$ cat src/hw/rtl/kev_pkg.sv
// shared types and constants for the key edge voice allocator
`timescale 1ns / 1ps

package kev_pkg;

    localparam int LEVELS_W = 8;
    localparam int KEY_W = 3;
    localparam int VOICE_W = 3;
    localparam int VOICE_SLOTS = 8;
    localparam int DEFAULT_NUM_KEYS = 8;
    localparam int DEFAULT_NUM_VOICES = 8;

    typedef enum logic [1:0] {
        EV_ASSIGNED  = 2'd0,
        EV_NO_FREE   = 2'd1,
        EV_FREED     = 2'd2,
        EV_NONE_HELD = 2'd3
    } event_kind_t;

endpackage

$ cat src/hw/rtl/key_edge_voice_allocator_unit.sv
// key edge voice allocator: scan edge detection and first-free voice assignment
//
// input channel s_*: one request per key scan, tdata holds one level bit per key
// (bit k set means key k pressed). keys at or above the key count are ignored.
// output channel m_*: one result per key edge, keys taken in ascending order;
// tdata = event_kind, key_index, voice_index; tlast marks the final result of a scan.
// a scan with no edges gives no result.
// after a scan is accepted a small sequencer walks the keys one per cycle,
// unless the output stalls, through one shared allocate/free unit.
// s_tready is high only between scans.
// the results sit in a single output register; if the receiver stalls, the
// walk holds at the next edge key until the register is taken. a new scan can
// be accepted while the last result of the previous one still waits.
// reset (aresetn low, synchronous): all keys released, all voices inactive,
// no result pending.
`timescale 1ns / 1ps

module key_edge_voice_allocator_unit #(
    parameter int NUM_KEYS = kev_pkg::DEFAULT_NUM_KEYS,
    parameter int NUM_VOICES = kev_pkg::DEFAULT_NUM_VOICES
) (
    input  logic                          aclk,
    input  logic                          aresetn,
    input  logic                          s_tvalid,
    output logic                          s_tready,
    input  logic [kev_pkg::LEVELS_W-1:0]  s_tdata,   // key_levels[7:0]
    output logic                          m_tvalid,
    input  logic                          m_tready,
    output logic [7:0]                    m_tdata,   // event_kind[1:0], key_index[4:2], voice_index[7:5]
    output logic                          m_tlast    // last_of_scan
);

    localparam int KEY_LIMIT = (NUM_KEYS < kev_pkg::LEVELS_W) ? NUM_KEYS : kev_pkg::LEVELS_W;
    localparam int VOICE_LIMIT = (NUM_VOICES < kev_pkg::VOICE_SLOTS) ?
                                 NUM_VOICES : kev_pkg::VOICE_SLOTS;
    localparam logic [kev_pkg::LEVELS_W-1:0] KEY_MASK =
        kev_pkg::LEVELS_W'((9'd1 << KEY_LIMIT) - 9'd1);
    localparam logic [kev_pkg::VOICE_SLOTS-1:0] VOICE_MASK =
        kev_pkg::VOICE_SLOTS'((9'd1 << VOICE_LIMIT) - 9'd1);

    typedef enum logic {
        ST_IDLE,
        ST_SCAN
    } state_t;

    state_t                              state_reg;
    logic [kev_pkg::LEVELS_W-1:0]        prev_levels_reg;
    logic [kev_pkg::LEVELS_W-1:0]        levels_reg;
    logic [kev_pkg::LEVELS_W-1:0]        edges_reg;
    logic [kev_pkg::KEY_W-1:0]           key_reg;
    logic [kev_pkg::VOICE_SLOTS-1:0]     busy_reg;
    logic [kev_pkg::VOICE_W-1:0]         owner_reg [kev_pkg::VOICE_SLOTS];
    logic                                m_tvalid_reg;
    logic [7:0]                          m_tdata_reg;
    logic                                m_tlast_reg;

    logic [kev_pkg::LEVELS_W-1:0]        levels_in;
    logic [kev_pkg::LEVELS_W-1:0]        edges_next;
    logic [kev_pkg::VOICE_SLOTS-1:0]     free_mask;
    logic [kev_pkg::VOICE_SLOTS-1:0]     held_mask;
    logic [kev_pkg::VOICE_W-1:0]         free_idx;
    logic [kev_pkg::VOICE_W-1:0]         held_idx;
    logic                                cur_edge;
    logic                                cur_press;
    logic                                load;
    logic                                advance;
    logic                                accept;
    kev_pkg::event_kind_t                kind_next;
    logic [kev_pkg::VOICE_W-1:0]         voice_next;

    assign s_tready = (state_reg == ST_IDLE);
    assign accept = s_tvalid && s_tready;
    assign levels_in = s_tdata & KEY_MASK;

    assign cur_edge = (state_reg == ST_SCAN) && edges_reg[key_reg];
    assign cur_press = levels_reg[key_reg];
    assign load = cur_edge && (!m_tvalid_reg || m_tready);
    assign advance = (state_reg == ST_SCAN) && (!edges_reg[key_reg] || load);

    // shared allocate/free unit: lowest free voice, lowest voice held by the key
    always_comb begin
        free_mask = ~busy_reg & VOICE_MASK;
        held_mask = '0;
        free_idx = '0;
        held_idx = '0;
        for (int v = 0; v < kev_pkg::VOICE_SLOTS; v++) begin
            held_mask[v] = busy_reg[v] && (owner_reg[v] == key_reg);
        end
        for (int v = kev_pkg::VOICE_SLOTS - 1; v >= 0; v--) begin
            if (free_mask[v]) begin
                free_idx = kev_pkg::VOICE_W'(v);
            end
            if (held_mask[v]) begin
                held_idx = kev_pkg::VOICE_W'(v);
            end
        end
    end

    always_comb begin
        if (cur_press) begin
            if (free_mask != '0) begin
                kind_next = kev_pkg::EV_ASSIGNED;
                voice_next = free_idx;
            end else begin
                kind_next = kev_pkg::EV_NO_FREE;
                voice_next = '0;
            end
        end else begin
            if (held_mask != '0) begin
                kind_next = kev_pkg::EV_FREED;
                voice_next = held_idx;
            end else begin
                kind_next = kev_pkg::EV_NONE_HELD;
                voice_next = '0;
            end
        end
        edges_next = edges_reg;
        if (advance) begin
            edges_next[key_reg] = 1'b0;
        end
    end

    always_ff @(posedge aclk) begin
        if (!aresetn) begin
            state_reg <= ST_IDLE;
            prev_levels_reg <= '0;
            edges_reg <= '0;
            key_reg <= '0;
            busy_reg <= '0;
            m_tvalid_reg <= 1'b0;
        end else begin
            if (m_tready) begin
                m_tvalid_reg <= 1'b0;
            end
            unique case (state_reg)
                ST_IDLE: begin
                    if (accept) begin
                        prev_levels_reg <= levels_in;
                        levels_reg <= levels_in;
                        edges_reg <= (levels_in ^ prev_levels_reg) & KEY_MASK;
                        key_reg <= '0;
                        if (((levels_in ^ prev_levels_reg) & KEY_MASK) != '0) begin
                            state_reg <= ST_SCAN;
                        end
                    end
                end
                ST_SCAN: begin
                    if (advance) begin
                        edges_reg <= edges_next;
                        key_reg <= key_reg + kev_pkg::KEY_W'(1);
                        if (edges_next == '0) begin
                            state_reg <= ST_IDLE;
                        end
                    end
                    if (load) begin
                        m_tvalid_reg <= 1'b1;
                        m_tdata_reg <= {voice_next, key_reg, kind_next};
                        m_tlast_reg <= (edges_next == '0);
                        if (kind_next == kev_pkg::EV_ASSIGNED) begin
                            busy_reg[free_idx] <= 1'b1;
                            owner_reg[free_idx] <= key_reg;
                        end else if (kind_next == kev_pkg::EV_FREED) begin
                            busy_reg <= busy_reg & ~held_mask;
                        end
                    end
                end
                default: begin
                    state_reg <= ST_IDLE;
                end
            endcase
        end
    end

    assign m_tvalid = m_tvalid_reg;
    assign m_tdata = m_tdata_reg;
    assign m_tlast = m_tlast_reg;

    a_busy_in_range: assert property (@(posedge aclk) disable iff (!aresetn)
        (busy_reg & ~VOICE_MASK) == '0)
        else $error("voice beyond the voice count marked busy");

    a_scan_has_edges: assert property (@(posedge aclk) disable iff (!aresetn)
        state_reg == ST_SCAN |-> edges_reg != '0)
        else $error("scan walk running with no edge left");

    a_prev_levels: assert property (@(posedge aclk) disable iff (!aresetn)
        accept |=> prev_levels_reg == $past(levels_in))
        else $error("previous levels not updated from accepted scan");

    a_assign_marks_busy: assert property (@(posedge aclk) disable iff (!aresetn)
        load && kind_next == kev_pkg::EV_ASSIGNED |=> busy_reg[$past(free_idx)])
        else $error("assigned voice not marked busy");

    a_free_clears: assert property (@(posedge aclk) disable iff (!aresetn)
        load && kind_next == kev_pkg::EV_FREED |=> (busy_reg & $past(held_mask)) == '0)
        else $error("released voice still busy");

endmodule

$ cat config.mk
export PLATFORM = sky130hd
export DESIGN_NAME = key_edge_voice_allocator_unit
export DESIGN_NICKNAME = d
export VERILOG_FILES = /design/src/hw/rtl/kev_pkg.sv /design/src/hw/rtl/key_edge_voice_allocator_unit.sv
export SDC_FILE = /design/constraint.sdc
export NUM_CORES = 1
export LEC_CHECK = 0
export BUFFER_PORTS_ARGS = -buffer_cell sky130_fd_sc_hd__buf_2
export CAP_MARGIN = 40
export CORE_ASPECT_RATIO = 1.1
export CORE_MARGIN = 2
export CORE_UTILIZATION = 35
export DETAILED_ROUTE_END_ITERATION = 10
export HOLD_SLACK_MARGIN = 0.05
export SLEW_MARGIN = 10
export SYNTH_ARGS = -nofsm -noshare
export SYNTH_HDL_FRONTEND = slang
export SYNTH_SLANG_ARGS = --single-unit
$ cat constraint.sdc
create_clock -name aclk -period 5.61 [get_ports aclk]
set_input_delay 0.561 -clock aclk [delete_from_list [all_inputs] [get_ports aclk]]
set_output_delay 0.561 -clock aclk [all_outputs]
set_load 0.01 [all_outputs]
# After elaboration in Yosys (flattened, before gate mapping)

Memory sizes are Yosys's and may differ from the RTL's.
Cells that the tools add are included.

Add/sub/neg operators: 1
$lt $le $gt $ge: 4
Equal/unequal tests: 11
Muxes and demuxes: 52
Bitwise logic cells: 8
Reductions and logical operators: 29

Operators with widths:

| operator              | count |
|---|---|
| $mux W3               | 21 |
| $mux W8               | 5 |
| $eq A3 B3 Y1          | 8 |
| $not A8 Y8            | 3 |
| $reduce_bool A8 Y1    | 3 |
| $mux W1               | 18 |
| $and A8 B8 Y8         | 2 |
| $pmux W8 S2           | 1 |
| $logic_and A1 B1 Y1   | 14 |
| $reduce_and A3 Y1     | 3 |
| $logic_not A8 Y1      | 1 |
| $lt A3 B4 Y1 const B  | 2 |
| $or A8 B8 Y8          | 1 |
| $xor A8 B8 Y8         | 1 |
| $bmux W1 S3           | 2 |
| $demux W1 S3          | 2 |
| $ge A3 B1 Y1 const B  | 2 |
| $pmux W3 S2           | 1 |
| $ne A2 B1 Y1 const B  | 2 |
| $reduce_and A2 Y1     | 2 |
| $add A3 B1 Y3 const B | 1 |
| $eq A2 B2 Y1 const B  | 1 |
| $logic_not A1 Y1      | 2 |
| $logic_not A2 Y1      | 1 |
| 5 further kinds       | 6 |

Flip-flop bits (word level): 46
Bits in writable memories: 24
Bits of input ports: 12
Memories: 1

Memories:

| memory    | depth | width | read ports | clocked after Yosys merged registers in | write ports | RTL line                            | RTL |
|---|---|---|---|---|---|---|---|
| owner_reg | 8     | 3     | 8          | 0                                       | 1           | key_edge_voice_allocator_unit.sv:52 | `logic [kev_pkg::VOICE_W-1:0] owner_reg [kev_pkg::VOICE_SLOTS];` |

# Depth between registers and ports, before layout

Depth in word-level cells: 15
Depth in mapped cells: 9
Depth with buffers taken out: 6

# Worst setup path before layout

Ideal clock, no wire load.

Kind: reg-to-reg
Start: reg key_reg[1] in the netlist's numbering
End: mem owner_reg[0][0] in the netlist's numbering, enable pin
Library setup time: 319 ps
Data arrival time: 1,958 ps
Path slack: 3,334 ps
Cell stages (with the launch flop): 8
Path buffers: 2
Clock period less this slack: 2,276 ps
Path through: dfxtp_1 > buf_6 > buf_6 > nand2b_1 > o211ai_1 > nor4_4 > nand3_1 > nor2_1

Word-level cells in the longest chain between the ends: 11
Elaborated cells between the ends (all ways): 31

Ends and longest elaborated chain:

| what                              | RTL line                             | RTL |
|---|---|---|
| start: declaration                | key_edge_voice_allocator_unit.sv:50  | `logic [kev_pkg::KEY_W-1:0] key_reg;` |
| start signal: assignment          | key_edge_voice_allocator_unit.sv:150 | `key_reg <= key_reg + kev_pkg::KEY_W'(1);` |
| $eq A3 B3 Y1                      | key_edge_voice_allocator_unit.sv:87  | `held_mask[v] = busy_reg[v] && (owner_reg[v] == key_reg);` |
| $logic_and A1 B1 Y1               | key_edge_voice_allocator_unit.sv:87  |  |
| $reduce_bool A8 Y1                | key_edge_voice_allocator_unit.sv:109 | `if (held_mask != '0) begin` |
| $mux W1                           | key_edge_voice_allocator_unit.sv:109 |  |
| $mux W2                           | key_edge_voice_allocator_unit.sv:100 | `if (cur_press) begin` |
| $logic_not A2 Y1                  | key_edge_voice_allocator_unit.sv:159 | `if (kind_next == kev_pkg::EV_ASSIGNED) begin` |
| $mux W1                           | key_edge_voice_allocator_unit.sv:159 |  |
| $mux W1 (*)                       | key_edge_voice_allocator_unit.sv:155 | `if (load) begin` |
| $mux W1 (*)                       | key_edge_voice_allocator_unit.sv:135 | `unique case (state_reg)` |
| $mux W1 (*)                       | key_edge_voice_allocator_unit.sv:124 | `if (!aresetn) begin` |
| $mux W1 (not written as such) (*) | key_edge_voice_allocator_unit.sv:161 | `owner_reg[free_idx] <= key_reg;` |
| end: declaration                  | key_edge_voice_allocator_unit.sv:52  |  |

Mark *: on every way between the ends. The rest lies on a longest branch, timed or not. The select of a mux whose other input is x is not followed.

# Worst setup path after layout

Start: reg key_reg[0] in the netlist's numbering
End: mem owner_reg[0][2] in the netlist's numbering, enable pin

The elaborated chain is that of the path after synthesis.

==> impl_metrics.env <==
export IMPL_portBuffers=22
export IMPL_ir_drop_v=0.000192
export IMPL_maxCapViolCount=0
export IMPL_nets=368
export IMPL_postRouteAntennaNets=0
export IMPL_grt_max_degree=35
export IMPL_clock_power_share_pct=42.1
export IMPL_synth_top_area_share_pct=33.4
export IMPL_synthMuxAreaShare_pct=2.07
export IMPL_crit_path_end_kind="flip-flop"
export IMPL_cp_cell_sequence="buf_8 > buf_4 > mux2_2 > o22ai_4 > nor4_4 > buf_6 > nand3_1 > nor2_1"
export IMPL_slew_headroom_pct=43.6
export IMPL_ioPinCount=23
export IMPL_setup_tns_ns=0
export IMPL_syn_nets=348
export IMPL_worst_path_largest_cell_delay_ns=0.63
export IMPL_synth_xor_area_share_pct=8.01
export IMPL_rows=39
export IMPL_dr_wl_met2_um=3850
export IMPL_yosysSeqAreaShare_pct=49.2
export IMPL_yosys_area_top_type="edfxtp_1"
export IMPL_gp_congestion=0.848
export IMPL_synthAdderAreaFrac_pct=0.339
export IMPL_setup_worst_path_class="reg -> reg"
export IMPL_synthSimpleGateAreaFrac_pct=19.2
export IMPL_worstHoldStart="s_tdata[3]"
export IMPL_drv_slew=0
export IMPL_synth_distinct_cells=72
export IMPL_worst_pin_slew_ns=0.845
export IMPL_syn_cell_area_mm2=0.00369
export IMPL_ys_async_sr_fraction_pct=0
export IMPL_stdcell_count=503
export IMPL_dp_cells=487
export IMPL_seq_area_mm2=0.00181
export IMPL_diodes=0
export IMPL_firstDrtPassIters=4
export IMPL_synth_edf_count=41
export IMPL_skew_ns=0.00562
export IMPL_grt_pass1_wl_um=13100
export IMPL_num_vias=2635
export IMPL_routed_wl_met3_um=269
export IMPL_initial_core_util_pct=35.6
export IMPL_comb_power_share_pct=10.1
export IMPL_drive_above_1_share_pct=19.2
export IMPL_synth_warnings=0
export IMPL_largest_reg_flops=24
export IMPL_crit_path_start="key_reg[0]"
export IMPL_p_leak_nw=1.44
export IMPL_grtUsageTotal_pct=14.8
export IMPL_grt_overflow=0
export IMPL_die_w_um=102
export IMPL_cts_reportedPaths_clkPinSlew_ns=0.06
export IMPL_synth_area_top_cells="edfxtp_1 33%, dfxtp_1 16%, xor2_1 5.2%, nand2_1 4.5%, a21oi_1 2.6%"
export IMPL_synth_compound_area_share_pct=16.5
export IMPL_rsz0062_at_grt="false"
export IMPL_remaining_drc_errors=0
export IMPL_ys_ff_latch=70
export IMPL_period_share_pct=53.2
export IMPL_cts_sinks=70
export IMPL_hold_path_class="in -> reg"
export IMPL_fillers=1042
export IMPL_synth_common_cells="44 x nand2_1, 41 x edfxtp_1, 29 x dfxtp_1, 22 x xor2_1, 19 x a21oi_1"
export IMPL_synthCells=335
export IMPL_tritoncts="built"
export IMPL_post_synth_top_count_cell="nand2_1"
export IMPL_drtIter0Drc=92
export IMPL_syn_area_per_cell_um2=11.0
export IMPL_core_mm2=0.0103
export IMPL_ctsHoldBuffers=0
export IMPL_cts_resized=0
export IMPL_power_internal_uw=906
export IMPL_die_h_um=112
export IMPL_finalHoldViolations=0
export IMPL_max_clock_freq_ghz=0.335
export IMPL_swShare_pct=24.8
export IMPL_cp_max_fo=19
export IMPL_r2r_start="key_reg[0]"
export IMPL_power_density_mw_per_mm2=288
export IMPL_drt_met1_wl_um=3610
export IMPL_htreeDepth=3
export IMPL_wl_per_cell_um=15.7
export IMPL_outcome="complete, no violations"
export IMPL_root_buffer="clkbuf_16"
export IMPL_vias_per_cell=5.24
export IMPL_clkLatencyLatePin_ns=0.33
export IMPL_min_period_ns=2.98
export IMPL_wl_um=7880
export IMPL_multi_input_area_mm2=0.00170
export IMPL_die_area_mm2=0.0114
export IMPL_pwr_share_seq_pct=47.8
export IMPL_p_switching_uw=299
export IMPL_tritoncts_num_buffers=9
export IMPL_antenna_found_initial=0
export IMPL_critPathArrivalTime_ns=2.99
export IMPL_clk_path_buf_depth=2
export IMPL_synth_flop_cell="edfxtp_1"
export IMPL_setup_viol=0
export IMPL_start_kind="flip-flop"
export IMPL_crit_required_ns=5.62
export IMPL_grt_pass1_vias=2624
export IMPL_area_growth_pct=13.6
export IMPL_highest_layer="met4"
export IMPL_post_cts_buffers=0
export IMPL_dp_hpwl_um=5560
export IMPL_cpMaxStageDelayCell="dfxtp_1"
export IMPL_synth_top_family_by_area="simple AND/OR/NAND/NOR gates"
[cell usage in the layout (no fill, tap or decap), types with 6 or more instances in the layout]
master     instances
a21oi_1           19
nand2_1           44
dfxtp_1           29
xnor2_1            8
o211ai_1           8
xor2_1            22
nand4_1           10
edfxtp_1          41
clkbuf_16          9
nor3_1             6
nor2_1            16
inv_1             12
buf_2             22
[final cells by class]
cell class | count | share of cell area [%]
clock buffers | 11 | 5.56
clock inverters | 5 | 0.867
inverters | 13 | 1.17
multi-input cells | 232 | 40.6
flip-flops and latches | 70 | 43.3
well taps | 143 | 4.27
repair buffers | 29 | 4.24
[stage by stage]
step	power, mW	hold WS, ns	setup slack [ns]	cell area, um2	utilization (%)
floorplan	0.674	0.448	3.33	3690	-
global placement	0.703	0.455	2.26	3880	37.5
detailed placement	0.709	0.462	2.60	3920	37.9
CTS	1.22	0.448	2.60	4190	40.5
global route	1.25	0.451	2.41	4190	40.5
finish	1.20	0.453	2.63	4190	40.5
[worst max-delay path: cells and delay by family (launching register included)]
kind,cells,cell delay (ns)
DFF,1,0.63
muxes,1,0.23
and+or+nand+nor,3,0.95
AOI/OAI and AO/OA,1,0.10
buffers and inverters,3,0.75
[per-layer routing]
metal	vias up	track usage (%)
li1	1290	-
met4	0	4.89
met1	1280	18.9
met2	52	24.2
met3	13	3.77
met5	-	0
[kinds of logic after synthesis]
family          after synthesis
flops                        70
xor+xnor                     32
fa+ha+maj                     1
compound gates               72
simple gates                121
mux                           6
buf+inv                      33
[power groups by stage]
stage          sequential [mW]  combinational (mW)  clock, mW
2_1_floorplan            0.581              0.0938          0
3_3_place_gp             0.590               0.113          0
3_5_place_dp             0.587               0.122          0
4_1_cts                  0.576               0.122      0.517
5_1_grt                  0.578               0.136      0.538
6_report                 0.576               0.122      0.507
[worst paths after layout]
| kind | depth (start not counted) | slack (ns) | end |
|---|---|---|---|
| worst max-delay path | 8 | 2.63 | owner_reg[0][2] |
| worst min-delay path | 1 | 0.45 | levels_reg[3] |
| worst max register to register | 8 | 2.63 | owner_reg[0][2] |
| worst min register to register | 2 | 0.47 | prev_levels_reg[6] |
No activity file was read; power rests on OpenSTA's default activity.
